[src/hdl/url_percent_decoder_assert.svh]
// assertion macros for the url percent decoder
`ifndef URL_PERCENT_DECODER_ASSERT_SVH
`define URL_PERCENT_DECODER_ASSERT_SVH
`ifndef SYNTHESIS
`define UPDEC_ASSERT_NOW(lbl, ante, cons) \
    lbl: assert property (@(posedge clk) disable iff (!rst_n) (ante) |-> (cons)) \
        else $error("url percent decoder: assertion failed");
`define UPDEC_ASSERT_NEXT(lbl, ante, cons) \
    lbl: assert property (@(posedge clk) disable iff (!rst_n) (ante) |=> (cons)) \
        else $error("url percent decoder: assertion failed");
`else
`define UPDEC_ASSERT_NOW(lbl, ante, cons)
`define UPDEC_ASSERT_NEXT(lbl, ante, cons)
`endif
`endif

[src/hdl/updec_pkg.sv]
// shared types, constants and helpers of the url percent decoder
package updec_pkg;

    localparam int BYTE_W     = 8;
    localparam int STATUS_W   = 2;
    localparam int FIFO_DEPTH = 4;
    localparam int PTR_W      = $clog2(FIFO_DEPTH);
    localparam int CNT_W      = $clog2(FIFO_DEPTH + 1);

    localparam logic [BYTE_W-1:0] CHAR_PERCENT = 8'h25;
    localparam logic [BYTE_W-1:0] CHAR_ZERO    = 8'h30;
    localparam logic [BYTE_W-1:0] CHAR_NINE    = 8'h39;
    localparam logic [BYTE_W-1:0] CHAR_LOWER_A = 8'h61;
    localparam logic [BYTE_W-1:0] CHAR_LOWER_F = 8'h66;
    localparam logic [BYTE_W-1:0] CHAR_UPPER_A = 8'h41;
    localparam logic [BYTE_W-1:0] CHAR_UPPER_F = 8'h46;
    localparam logic [4:0]        HEX_TEN      = 5'd10;

    typedef enum logic [STATUS_W-1:0] {
        STATUS_OK  = 2'd0,
        STATUS_BAD = 2'd1,
        STATUS_NUL = 2'd2
    } status_t;

    typedef struct packed {
        logic [BYTE_W-1:0] data;
        logic              last;
        status_t           status;
    } result_t;

    // bit 4 set when the byte is no hex digit
    function automatic logic [4:0] hex_value(input logic [BYTE_W-1:0] b);
        logic [4:0] v;
        v = 5'h10;
        if (b >= CHAR_ZERO && b <= CHAR_NINE)
        begin
            v = 5'(b - CHAR_ZERO);
        end
        else if (b >= CHAR_LOWER_A && b <= CHAR_LOWER_F)
        begin
            v = 5'(b - CHAR_LOWER_A) + HEX_TEN;
        end
        else if (b >= CHAR_UPPER_A && b <= CHAR_UPPER_F)
        begin
            v = 5'(b - CHAR_UPPER_A) + HEX_TEN;
        end
        return v;
    endfunction

endpackage

[src/hdl/updec_in_if.sv]
// input channel of the url percent decoder: encoded bytes
interface updec_in_if;
    logic                         valid;
    logic                         ready;
    logic [updec_pkg::BYTE_W-1:0] in_byte;
    logic                         in_last;

    modport source (output valid, output in_byte, output in_last, input ready);
    modport sink   (input valid, input in_byte, input in_last, output ready);
endinterface

[src/hdl/updec_out_if.sv]
// output channel of the url percent decoder: decoded bytes and status
interface updec_out_if;
    logic                           valid;
    logic                           ready;
    logic [updec_pkg::BYTE_W-1:0]   out_byte;
    logic                           out_last;
    logic [updec_pkg::STATUS_W-1:0] status;

    modport source (output valid, output out_byte, output out_last, output status,
                    input ready);
    modport sink   (input valid, input out_byte, input out_last, input status,
                    output ready);
endinterface

[src/hdl/url_percent_decoder.sv]
// url percent decoder: escapes to utf-8, one encoded byte per item
// an accepted item is held in the input register, then written to the result queue
// throughput: one item per cycle while the result queue has room for two results; a
// two-byte escape result gives two output bytes, so the output port sets the sustained rate
// reset: asynchronous active-low rst_n clears the escape state and the result queue
module url_percent_decoder
(
    input  logic        clk,
    input  logic        rst_n,
    updec_in_if.sink    in_stream,
    updec_out_if.source out_stream
);
    import updec_pkg::*;

    typedef enum logic [1:0] {
        PH_IDLE   = 2'd0,
        PH_FIRST  = 2'd1,
        PH_SECOND = 2'd2
    } phase_t;

    // input register
    logic              in_valid_reg;
    logic [BYTE_W-1:0] byte_reg;
    logic              last_reg;

    // escape state
    phase_t      phase_reg, phase_next;
    logic [3:0]  nib_reg, nib_next;
    logic        discard_reg, discard_next;

    // result queue
    result_t           fifo_reg [FIFO_DEPTH];
    logic [PTR_W-1:0]  wr_ptr_reg, rd_ptr_reg;
    logic [CNT_W-1:0]  count_reg;

    logic        proceed;
    logic        pop;
    logic [1:0]  push_n;
    result_t     res0, res1;
    logic [4:0]  hv;
    logic [7:0]  val;

    // room for two results before the registered item moves on
    assign proceed = in_valid_reg && (count_reg <= CNT_W'(FIFO_DEPTH - 2));
    assign in_stream.ready = !in_valid_reg || proceed;
    assign pop = out_stream.valid && out_stream.ready;

    assign hv  = hex_value(byte_reg);
    assign val = {nib_reg, hv[3:0]};

    always_comb
    begin
        phase_next   = phase_reg;
        nib_next     = nib_reg;
        discard_next = discard_reg;
        push_n       = 2'd0;
        res0         = '{data: byte_reg, last: last_reg, status: STATUS_OK};
        res1         = '{data: byte_reg, last: last_reg, status: STATUS_OK};
        if (discard_reg)
        begin
            if (last_reg)
            begin
                discard_next = 1'b0;
                phase_next   = PH_IDLE;
                nib_next     = 4'd0;
            end
        end
        else
        begin
            unique case (phase_reg)
                PH_FIRST:
                begin
                    if (hv[4] || last_reg)
                    begin
                        phase_next   = PH_IDLE;
                        nib_next     = 4'd0;
                        discard_next = !last_reg;
                        push_n       = 2'd1;
                        res0         = '{data: '0, last: 1'b1, status: STATUS_BAD};
                    end
                    else
                    begin
                        nib_next   = hv[3:0];
                        phase_next = PH_SECOND;
                    end
                end
                PH_SECOND:
                begin
                    phase_next = PH_IDLE;
                    nib_next   = 4'd0;
                    push_n     = 2'd1;
                    if (hv[4] || val == 8'd0)
                    begin
                        discard_next = !last_reg;
                        res0 = '{data: '0, last: 1'b1,
                                 status: hv[4] ? STATUS_BAD : STATUS_NUL};
                    end
                    else if (!val[7])
                    begin
                        res0 = '{data: val, last: last_reg, status: STATUS_OK};
                    end
                    else
                    begin
                        // latin-1 above 0x7f widens to a two-byte utf-8 sequence
                        push_n = 2'd2;
                        res0 = '{data: {6'b110000, val[7:6]}, last: 1'b0,
                                 status: STATUS_OK};
                        res1 = '{data: {2'b10, val[5:0]}, last: last_reg,
                                 status: STATUS_OK};
                    end
                end
                default:
                begin
                    phase_next = PH_IDLE;
                    if (byte_reg == CHAR_PERCENT)
                    begin
                        if (last_reg)
                        begin
                            nib_next     = 4'd0;
                            discard_next = 1'b0;
                            push_n       = 2'd1;
                            res0 = '{data: '0, last: 1'b1, status: STATUS_BAD};
                        end
                        else
                        begin
                            phase_next = PH_FIRST;
                        end
                    end
                    else
                    begin
                        push_n = 2'd1;
                    end
                end
            endcase
        end
    end

    // control and escape state
    always_ff @(posedge clk or negedge rst_n)
    begin
        if (!rst_n)
        begin
            in_valid_reg <= 1'b0;
            phase_reg    <= PH_IDLE;
            nib_reg      <= 4'd0;
            discard_reg  <= 1'b0;
            wr_ptr_reg   <= '0;
            rd_ptr_reg   <= '0;
            count_reg    <= '0;
        end
        else
        begin
            if (in_stream.ready)
            begin
                in_valid_reg <= in_stream.valid;
            end
            if (proceed)
            begin
                phase_reg   <= phase_next;
                nib_reg     <= nib_next;
                discard_reg <= discard_next;
                wr_ptr_reg  <= wr_ptr_reg + PTR_W'(push_n);
            end
            if (pop)
            begin
                rd_ptr_reg <= rd_ptr_reg + PTR_W'(1);
            end
            count_reg <= count_reg + (proceed ? CNT_W'(push_n) : CNT_W'(0))
                         - (pop ? CNT_W'(1) : CNT_W'(0));
        end
    end

    // payload
    always_ff @(posedge clk)
    begin
        if (in_stream.valid && in_stream.ready)
        begin
            byte_reg <= in_stream.in_byte;
            last_reg <= in_stream.in_last;
        end
        if (proceed && push_n != 2'd0)
        begin
            fifo_reg[wr_ptr_reg] <= res0;
        end
        if (proceed && push_n == 2'd2)
        begin
            fifo_reg[wr_ptr_reg + PTR_W'(1)] <= res1;
        end
    end

    assign out_stream.valid    = (count_reg != '0);
    assign out_stream.out_byte = fifo_reg[rd_ptr_reg].data;
    assign out_stream.out_last = fifo_reg[rd_ptr_reg].last;
    assign out_stream.status   = fifo_reg[rd_ptr_reg].status;

`include "url_percent_decoder_assert.svh"

    `UPDEC_ASSERT_NOW(a_count_bound, 1'b1, count_reg <= CNT_W'(FIFO_DEPTH))
    `UPDEC_ASSERT_NOW(a_discard_silent, proceed && discard_reg, push_n == 2'd0)
    `UPDEC_ASSERT_NOW(a_error_result,
        proceed && push_n != 2'd0 && res0.status != STATUS_OK,
        res0.last && res0.data == '0 && push_n == 2'd1)
    `UPDEC_ASSERT_NEXT(a_last_clears, proceed && last_reg,
        phase_reg == PH_IDLE && !discard_reg && nib_reg == 4'd0)

endmodule

[src/flat_wrapper.sv]
// flat-port wrapper written by rule: the top's interface ports become plain ports
module url_percent_decoder_flat import updec_pkg::*;
  (clk, rst_n, in_stream_valid, in_stream_in_byte, in_stream_in_last, in_stream_ready, out_stream_valid, out_stream_out_byte, out_stream_out_last, out_stream_status, out_stream_ready);
  updec_in_if in_stream_i ();
  updec_out_if out_stream_i ();
  input  logic clk;
  input  logic rst_n;
  input wire logic [$bits(in_stream_i.valid)-1:0] in_stream_valid;
  input wire logic [$bits(in_stream_i.in_byte)-1:0] in_stream_in_byte;
  input wire logic [$bits(in_stream_i.in_last)-1:0] in_stream_in_last;
  output wire logic [$bits(in_stream_i.ready)-1:0] in_stream_ready;
  output wire logic [$bits(out_stream_i.valid)-1:0] out_stream_valid;
  output wire logic [$bits(out_stream_i.out_byte)-1:0] out_stream_out_byte;
  output wire logic [$bits(out_stream_i.out_last)-1:0] out_stream_out_last;
  output wire logic [$bits(out_stream_i.status)-1:0] out_stream_status;
  input wire logic [$bits(out_stream_i.ready)-1:0] out_stream_ready;
  assign in_stream_i.valid = in_stream_valid;
  assign in_stream_i.in_byte = in_stream_in_byte;
  assign in_stream_i.in_last = in_stream_in_last;
  assign in_stream_ready = in_stream_i.ready;
  assign out_stream_valid = out_stream_i.valid;
  assign out_stream_out_byte = out_stream_i.out_byte;
  assign out_stream_out_last = out_stream_i.out_last;
  assign out_stream_status = out_stream_i.status;
  assign out_stream_i.ready = out_stream_ready;
  url_percent_decoder u_core (.clk(clk), .rst_n(rst_n), .in_stream(in_stream_i), .out_stream(out_stream_i));
endmodule
[config.mk]
export PLATFORM = sky130hd
export DESIGN_NAME = url_percent_decoder_flat
export DESIGN_NICKNAME = d
export VERILOG_FILES = /design/src/hdl/updec_pkg.sv /design/src/hdl/updec_in_if.sv /design/src/hdl/updec_out_if.sv /design/src/hdl/url_percent_decoder.sv /design/src/flat_wrapper.sv
export VERILOG_INCLUDE_DIRS = /design/src /design/src/hdl
export SDC_FILE = /design/constraint.sdc
export NUM_CORES = 1
export LEC_CHECK = 0
export ABC_AREA = 1
export BUFFER_PORTS_ARGS = -buffer_cell sky130_fd_sc_hd__buf_2
export CORE_ASPECT_RATIO = 1.75
export CORE_MARGIN = 2
export CORE_UTILIZATION = 44
export DETAILED_ROUTE_END_ITERATION = 8
export SLEW_MARGIN = 10
export SYNTH_ARGS = -nofsm -noshare
export SYNTH_HDL_FRONTEND = slang
export SYNTH_SLANG_ARGS = --single-unit
[constraint.sdc]
create_clock -name clk -period 3.7 [get_ports clk]
set_clock_uncertainty 0.1 [all_clocks]
set_input_delay 0.74 -clock clk [delete_from_list [all_inputs] [get_ports clk]]
set_output_delay 0.74 -clock clk [all_outputs]
set_load 0.02 [all_outputs]
==> results.yml, run 1 <==
synth:
  synthMostInstantiatedCell: "nor2_1"
  async_flop_share: 0.221
  synth-warning-count: 0
  synth_top_area_cell: "edfxtp_1"
  synth_top_area_share: 0.336
  yosysUniqueCellTypes: 40
  synth-main-ff-cell: "edfxtp_1"
  synth.yosys.seq_area_share: 0.469
  synth_enable_flop_cells: 45
  postSynthNetCount: 489
  synth.ff_latch_count: 68
  cell_types_occupying_the_most_area_after_synthesis: "edfxtp_1 34%, dfrtp_1 9.3%, o21ai_0 5.6%, nor2_1 5.5%, nand2_1 5.4%"
  synthTopCellsByCount: "59 x nor2_1, 58 x nand2_1, 55 x inv_1"
  syn_area_per_cell_sq_um: 8.65
  synth_cells: 465
  synth.cell_area_sq_um: 4020
die:
  design.portCount: 26
  design.die.area_sq_um: 9960
  die_h_microns: 131
  floorplan.initialDensity: 0.448
  core.rowCount: 46
  fp.coreArea_sq_um: 8980
  die_width_microns: 76.3
hold_path:
  min_path_type: "in -> async"
grt:
  grt_antenna_before_repair: 0
  grt-ovfl-total: 0
  global_route.usage.total: 0.198
  grt_max_degree: 26
  first_global_vias: 3166
  wire_length_of_the_first_global_routing_pass_microns: 15100
route:
  routed_via_density: 5.31
  route.detailed.drc: 0
  drtIter0Drc: 257
  vias: 3259
  ant_nets: 0
  detailedRoute.firstPassIterationCount: 5
  detail_route.wl_per_cell_microns: 15.4
  finalWirelength_microns: 9470
clocking:
  tritoncts_clock_tree: "done"
  cts_resized: 0
  clock_tree.root_cell: "clkbuf_16"
  max-clock-path-buffers: 2
  cts_buffers: 9
  h-tree-depth: 3
  cts_sinks: 68
  worst_setup_hold_path_clk_slew_ns: 0.05
  cts_setup_buffers: 0
  holdBufCountCts: 0
  clock_insertion_delay_worst_skew_ns: 0.34
timing:
  min_period_ns: 3.21
  grt_setup_unrepaired: "false"
  fin_setup_tns_ns: 0
  max_clock_freq_ghz: 0.311
  maxSlewViolCount: 0
  final-hold-violation-count: 0
  maxSlewHeadroom: 0.418
  worst_pin_slew_ns: 0.872
  fin_crit_sh: 0.868
  hold_slack_ns: 0.209
  report.final.setup_viol: 0
layout:
  fillCellCount: 855
  num-nets-final: 514
  post-route-util: 0.507
  layout-drive-gt1-share: 0.180
  num_antenna_cells: 0
  largest_reg_flops: 44
  final_cell_count_no_fill: 614
  area_growth_pct: 13.2
placed_design:
  portBuffers: 25
  hpwl_microns: 7410
  gp_routability_congestion: 0.902
  dp.cells: 599
pwr:
  vdd_drop_max_mv: 0.466
  leakage_component_of_the_power_nw: 2.01
  power-per-cell-area_nw_per_um2: 768
  overall_power_after_layout_w: 0.00350
critical_path:
  critical_path_required_ns: 3.58
  cp_data_arrival_time_ns: 3.10
  crit_path_start_kind: "flip-flop"
  end_kind: "flip-flop"
  path_class: "reg -> reg"
  cp_max_fo: 21
status:
  status: "complete, no violations"
run:
  max_cap_violations: 0
-- cells in the final DEF, fill, tap and decap left out, types with 5 or more instances in the layout --
| cell type | Yosys | final |
|---|---|---|
| nand2_4 | 7 | 7 |
| nand4_1 | 6 | 6 |
| nand3_2 | 11 | 11 |
| nand2_2 | 7 | 7 |
| edfxtp_1 | 45 | 45 |
| nor2_2 | 5 | 5 |
| nor2_1 | 59 | 59 |
| dfrtp_1 | 15 | 15 |
| ha_1 | 10 | 10 |
| buf_4 | 4 | 6 |
| o22ai_1 | 15 | 15 |
| clkbuf_16 | 0 | 9 |
| inv_1 | 55 | 55 |
| nand3_1 | 40 | 40 |
| o21ai_0 | 45 | 45 |
| o21ai_1 | 15 | 15 |
| buf_2 | 1 | 25 |
| nand2_1 | 58 | 58 |
| dfxtp_1 | 8 | 8 |
| a21oi_1 | 14 | 14 |
-- kinds of logic after synthesis --
kind of cell | share of synthesized area
adders and majority gates | 0.0361
AOI/OAI and AO/OA | 0.149
xor gates and xnor gates | 0.0109
and+or+nand+nor | 0.256
buffers and inverters | 0.0799
DFF | 0.469
-- worst max-delay path, stage by stage, from the launching register on --
cell	delay [ns]
dfrtp_1	0.34
inv_1	0.06
ha_1	0.37
nor2_1	0.24
inv_1	0.10
nor2_1	0.42
nand4_4	0.20
nor2_8	0.20
inv_2	0.08
nand2_4	0.21
nand2_1	0.15
nand2_1	0.37
-- layer usage --
metal | vias to the layer above | track usage | part of all wire
met5 | - | 0 | 0
li1 | 1635 | - | -
met4 | 0 | 0.133 | 0.049
met1 | 1496 | 0.192 | 0.37
met2 | 92 | 0.381 | 0.54
met3 | 36 | 0.0350 | 0.035
-- power breakdown --
| part | switching, W | total, W | internal, W | leakage (nW) |
|---|---|---|---|---|
| clock | 0.000307 | 0.000890 | 0.000583 | 0.148 |
| combinational | 0.00101 | 0.00145 | 0.000441 | 1.21 |
| sequential | 0.000119 | 0.00115 | 0.00103 | 0.656 |
-- metrics by stage --
| stage | worst slack, ns | cell area, sq um |
|---|---|---|
| final | 0.489 | 4560 |
| after global routing | 0.110 | 4560 |
| after CTS | 0.472 | 4560 |
| after detailed placement | 0.491 | 4250 |
| after global placement | 0.598 | 4250 |
| after floorplan | 0.828 | 4020 |
-- layout make-up --
class                      instances  area [sq um]  area share
sequential                        68          1890       0.414
multi-input combinational        320          1820       0.399
clock buffer                      10           229      0.0503
inverter                          60           226      0.0497
timing repair buffer              31           170      0.0374
tap                              120           150      0.0330
clock inverter                     5          77.6      0.0170
-- path summary, 6_finish.rpt --
path	start	to	slack, ns	cells past startpoint
max reg2reg	u_core.phase_reg[0]$_DFFE_PN0P_	u_core.fifo_reg[3][3]$_DFFE_PP_	0.49	11
max	u_core.phase_reg[0]$_DFFE_PN0P_	u_core.fifo_reg[3][3]$_DFFE_PP_	0.49	11
max in group asynchronous	rst_n	u_core.nib_reg[3]$_DFFE_PN0P_	3.02	1
min	rst_n	u_core.rd_ptr_reg[1]$_DFFE_PN0P_	0.21	1
min reg2reg	u_core.fifo_reg[2][0]$_SDFFE_PP0N_	u_core.fifo_reg[2][0]$_SDFFE_PP0N_	0.38	2
min in group clk	u_core.fifo_reg[2][0]$_SDFFE_PP0N_	u_core.fifo_reg[2][0]$_SDFFE_PP0N_	0.38	2
Power figures use the tool's default switching activity.
==> inputs of run 2 (changes only) <==
--- a/config.mk
+++ b/config.mk
@@ -8,10 +8,13 @@
 export LEC_CHECK = 0
 export ABC_AREA = 1
 export BUFFER_PORTS_ARGS = -buffer_cell sky130_fd_sc_hd__buf_2
+export CELL_PAD_IN_SITES_DETAIL_PLACEMENT = 0
+export CELL_PAD_IN_SITES_GLOBAL_PLACEMENT = 1
 export CORE_ASPECT_RATIO = 1.75
 export CORE_MARGIN = 2
 export CORE_UTILIZATION = 44
 export DETAILED_ROUTE_END_ITERATION = 8
+export PLACE_DENSITY_LB_ADDON = 0.1
 export SLEW_MARGIN = 10
 export SYNTH_ARGS = -nofsm -noshare
 export SYNTH_HDL_FRONTEND = slang
==> results.yml, run 2 (synthesized netlist as in run 1, its figures left out) <==
critical_path:
  end_kind: "flip-flop"
  critical_path.reg2reg.startpoint: "u_core.phase_reg[0]$_DFFE_PN0P_"
  regToRegSetupSlack_ns: 0.47
  slowest_stage: "nor2_1"
  path_class: "reg -> reg"
  timing.critical_path.slowest_cell_delay_ns: 0.42
  crit_path_start_kind: "flip-flop"
  timing.critical_path.cells: "inv_1 > ha_1 > nor2_1 > inv_1 > nor2_1 > nand4_4 > nor2_8 > inv_2 > nand2_4 > nand2_1 > nand2_1"
  cp_data_arrival_time_ns: 3.11
  critical_path_required_ns: 3.58
  reg2regPathDepth: 11
  cp_max_fo: 21
  worst-path-buf-inv: 3
  crit_path_leading_delay_family: "simple AND/OR/NAND/NOR gates"
  r2r-end: "u_core.fifo_reg[3][3]$_DFFE_PP_"
hold_path:
  min_path_type: "in -> async"
route:
  detail_route.wl_per_cell_microns: 16.2
  routed_via_density: 5.29
  vias: 3247
  route.detailed.drc: 0
  finalWirelength_microns: 9970
  drtIter0Drc: 231
  detailedRoute.firstPassIterationCount: 5
  ant_nets: 0
layout:
  area_growth_pct: 13.9
  layout-drive-gt1-share: 0.180
  fillCellCount: 911
  final_area_sq_um: 4580
  num_antenna_cells: 0
  final_common_cell: "nor2_1"
  largest_reg_flops: 44
  most-common-layout-cells: "59 x nor2_1, 58 x nand2_1, 55 x inv_1"
  post-route-util: 0.510
  num-nets-final: 513
grt:
  wire_length_of_the_first_global_routing_pass_microns: 15800
  grt_max_degree: 26
  grt-ovfl-total: 0
  grt_antenna_before_repair: 0
  global_route.usage.total: 0.210
  first_global_vias: 3106
timing:
  final-hold-violation-count: 0
  grt_setup_unrepaired: "false"
  report.final.setup_viol: 0
  fin_setup_tns_ns: 0
  maxSlewViolCount: 0
  worst_pin_slew_ns: 0.855
  min_period_ns: 3.23
  fin_crit_sh: 0.873
  maxSlewHeadroom: 0.430
  max_clock_freq_ghz: 0.310
pwr:
  overall_power_after_layout_w: 0.00358
  switching_share_of_power: 0.407
  net-switching-power_w: 0.00146
  power-per-cell-area_nw_per_um2: 781
  leakage_component_of_the_power_nw: 2.02
  cellInternalPower_w: 0.00212
  vdd_drop_max_mv: 0.452
  share_seq_of_total_power: 0.323
  clockPowerShare: 0.274
  power.combinational.fraction: 0.403
status:
  status: "complete, no violations"
die:
  fp.coreArea_sq_um: 8980
  design.portCount: 26
  design.die.area_sq_um: 9960
  die_width_microns: 76.3
  core.rowCount: 46
  floorplan.initialDensity: 0.448
  die_h_microns: 131
clocking:
  cts_sinks: 68
  max-clock-path-buffers: 2
  cts_resized: 0
  cts_setup_buffers: 0
  worst_setup_hold_path_clk_slew_ns: 0.06
  cts_buffers: 9
  h-tree-depth: 3
  clock_insertion_delay_worst_skew_ns: 0.34
  holdBufCountCts: 0
  tritoncts_clock_tree: "done"
  clock_tree.root_cell: "clkbuf_16"
placed_design:
  dpl-instance-area_sq_um: 4240
  gp_routability_congestion: 0.874
  hpwl_microns: 7720
  portBuffers: 25
run:
  max_cap_violations: 0
==> run 2: cell count changes in the layout (fill, tap and decap cells not counted), sizes merged <==
cell      before  now
buf           31   30
bufinv         2    3
clkinv         3    4
clkinvlp       1    0
==> run 2: metrics by stage <==
stage / hold WS [ns] / cells / setup WS (ns)
5_1_grt: 0.270 / 614 / 0.113
6_report: 0.234 / 614 / 0.469
3_3_place_gp: 0.369 / 598 / 0.477
2_1_floorplan: 0.344 / 465 / 0.828
4_1_cts: 0.252 / 614 / 0.437
3_5_place_dp: 0.371 / 598 / 0.440
==> run 2: per-layer routing <==
metal  global-route usage  up-vias  routed length, microns
li1                     -     1642                       -
met1                0.215     1521                    3780
met2                0.410       65                    5600
met3               0.0254       19                     242
met4                0.122        0                     341
met5                    0        -                       0
==> run 2: power groups by stage <==
| stage | Combinational, W | Sequential (W) | Clock, W |
|---|---|---|---|
| CTS | 0.00146 | 0.00116 | 0.000997 |
| floorplan | 0.00112 | 0.00112 | 0 |
| detailed placement | 0.00145 | 0.00117 | 0 |
| finish | 0.00144 | 0.00116 | 0.000979 |
| global route | 0.00162 | 0.00118 | 0.00102 |
| global placement | 0.00144 | 0.00117 | 0 |
==> run 2: worst max-delay path by stage <==
stage,end,slack (ns),from,depth (start not counted)
global route,u_core.fifo_reg[3][7]$_DFFE_PP_,0.11,u_core.phase_reg[0]$_DFFE_PN0P_,11
CTS,u_core.fifo_reg[3][3]$_DFFE_PP_,0.44,u_core.phase_reg[0]$_DFFE_PN0P_,11
floorplan,u_core.count_reg[2]$_DFF_PN0_,0.83,u_core.phase_reg[0]$_DFFE_PN0P_,12
finish,u_core.fifo_reg[3][3]$_DFFE_PP_,0.47,u_core.phase_reg[0]$_DFFE_PN0P_,11
global placement,u_core.fifo_reg[3][7]$_DFFE_PP_,0.48,u_core.byte_reg[0]$_DFFE_PP_,18
detailed placement,u_core.fifo_reg[3][8]$_DFFE_PP_,0.44,u_core.phase_reg[0]$_DFFE_PN0P_,11
==> run 2: area by class of cell <==
type	instances	area, sq um	area share
clock buffer	10	229	0.0500
multi-input combinational	320	1820	0.396
inverter	60	226	0.0494
sequential	68	1890	0.412
clock inverter	6	113	0.0246
tap	120	150	0.0328
timing repair buffer	30	163	0.0355
==> inputs of run 3 (changes only) <==
--- a/config.mk
+++ b/config.mk
@@ -14,7 +14,7 @@
 export CORE_MARGIN = 2
 export CORE_UTILIZATION = 44
 export DETAILED_ROUTE_END_ITERATION = 8
-export PLACE_DENSITY_LB_ADDON = 0.1
+export PLACE_DENSITY_LB_ADDON = 0.15
 export SLEW_MARGIN = 10
 export SYNTH_ARGS = -nofsm -noshare
 export SYNTH_HDL_FRONTEND = slang
==> results.yml, run 3 (synthesized netlist as in run 1, its figures left out) <==
die:
  design.die.area_sq_um: 9960
  floorplan.initialDensity: 0.448
  die_h_microns: 131
  fp.coreArea_sq_um: 8980
  design.portCount: 26
  core.rowCount: 46
  die_width_microns: 76.3
timing:
  maxSlewHeadroom: 0.422
  fin_crit_sh: 0.882
  report.final.setup_viol: 0
  max_clock_freq_ghz: 0.307
  final-hold-violation-count: 0
  maxSlewViolCount: 0
  worst_pin_slew_ns: 0.867
  timing.final.ws_setup_ns: 0.437
  min_period_ns: 3.26
  fin_setup_tns_ns: 0
  grt_setup_unrepaired: "false"
status:
  status: "complete, no violations"
clocking:
  cts_buffers: 9
  cts_resized: 0
  h-tree-depth: 3
  holdBufCountCts: 0
  clock_tree.root_cell: "clkbuf_16"
  clock_insertion_delay_worst_skew_ns: 0.33
  cts_sinks: 68
  tritoncts_clock_tree: "done"
  cts_setup_buffers: 0
  worst_setup_hold_path_clk_slew_ns: 0.06
  max-clock-path-buffers: 2
route:
  ant_nets: 0
  detail_route.wl_per_cell_microns: 16.2
  detailedRoute.firstPassIterationCount: 6
  finalWirelength_microns: 9970
  routed_via_density: 5.38
  route.detailed.drc: 0
  drtIter0Drc: 209
  vias: 3307
placed_design:
  portBuffers: 25
  gp_routability_congestion: 0.879
  hpwl_microns: 7820
  place_worst_setup_slack_ns: 0.422
critical_path:
  critical_path_required_ns: 3.57
  slowest_stage: "nor2_1"
  reg2regPathDepth: 11
  path_class: "reg -> reg"
  crit_path_start_kind: "flip-flop"
  end_kind: "flip-flop"
  cp_max_fo: 21
  cp_data_arrival_time_ns: 3.14
  timing.critical_path.slowest_cell_delay_ns: 0.45
  timing.critical_path.cells: "inv_1 > ha_1 > nor2_1 > inv_1 > nor2_1 > nand4_4 > nor2_8 > inv_2 > nand2_4 > nand2_1 > nand2_1"
layout:
  most-common-layout-cells: "59 x nor2_1, 58 x nand2_1, 55 x inv_1"
  num-nets-final: 514
  layout-drive-gt1-share: 0.180
  area_growth_pct: 12.3
  num_antenna_cells: 0
  final_common_cell: "nor2_1"
  largest_reg_flops: 44
grt:
  grt-ovfl-total: 0
  wire_length_of_the_first_global_routing_pass_microns: 16300
  first_global_vias: 3268
  global_route.usage.total: 0.214
  grt_max_degree: 26
  grt_antenna_before_repair: 0
run:
  max_cap_violations: 0
pwr:
  leakage_component_of_the_power_nw: 1.99
  overall_power_after_layout_w: 0.00339
  vdd_drop_max_mv: 0.414
  power-per-cell-area_nw_per_um2: 751
hold_path:
  min_path_type: "in -> async"
-- run 3: changes by cell type in the layout (fill, tap and decap cells not counted) --
cell,change
bufinv_16,-3
clkinvlp_4,+2
clkinv_2,+1
clkbuf_1,+1
clkbuf_8,+1
clkinv_4,-2
buf_4,+1
-- run 3: cell type report --
| cell class | count | area, sq um |
|---|---|---|
| clock buffers | 12 | 246 |
| clock inverters | 4 | 25.0 |
| fillers | 889 | 4460 |
| inverters | 60 | 226 |
| multi-input cells | 320 | 1820 |
| flip-flops and latches | 68 | 1890 |
| well taps | 120 | 150 |
| repair buffers | 31 | 170 |
-- run 3: final timing paths --
kind                                                     from                            endpoint  slack [ns]
max                           u_core.phase_reg[0]$_DFFE_PN0P_     u_core.fifo_reg[3][5]$_DFFE_PP_        0.44
min                                                     rst_n       u_core.count_reg[0]$_DFF_PN0_        0.23
max reg2reg                   u_core.phase_reg[0]$_DFFE_PN0P_     u_core.fifo_reg[3][5]$_DFFE_PP_        0.44
min reg2reg                u_core.fifo_reg[1][1]$_SDFFE_PP0P_  u_core.fifo_reg[1][1]$_SDFFE_PP0P_        0.38
max in group asynchronous                               rst_n    u_core.rd_ptr_reg[1]$_DFFE_PN0P_        2.99
min in group clk           u_core.fifo_reg[1][1]$_SDFFE_PP0P_  u_core.fifo_reg[1][1]$_SDFFE_PP0P_        0.38
-- run 3: layer usage --
metal,global-route usage,vias to the layer above,wire length (microns)
met5,0,-,0
met4,0.123,0,340
met3,0.0337,24,250
met2,0.411,73,5620
met1,0.220,1567,3760
li1,-,1643,-
-- run 3: critical path, delay by kind of cell, from the launching register on --
family,cells,cell delay [ns]
adders and majority gates,1,0.37
and+or+nand+nor,7,1.84
buffers and inverters,3,0.25
DFF,1,0.34
-- run 3: report_power, final --
group          switching (W)  leakage [nW]  total, W  internal [W]
logic                0.00102          1.21   0.00146      0.000441
clock network       0.000307         0.129  0.000776      0.000469
registers           0.000122         0.656   0.00116       0.00103
total                0.00145          1.99   0.00339       0.00194
-- run 3: through the flow --
stage	std cells	cell area, sq um	hold WS, ns	utilization
final	615	4520	0.226	0.503
after global routing	615	4520	0.239	0.503
after CTS	615	4520	0.241	0.503
after detailed placement	599	4250	0.370	0.473
after global placement	599	4250	0.367	0.473
after floorplan	465	4020	0.344	-
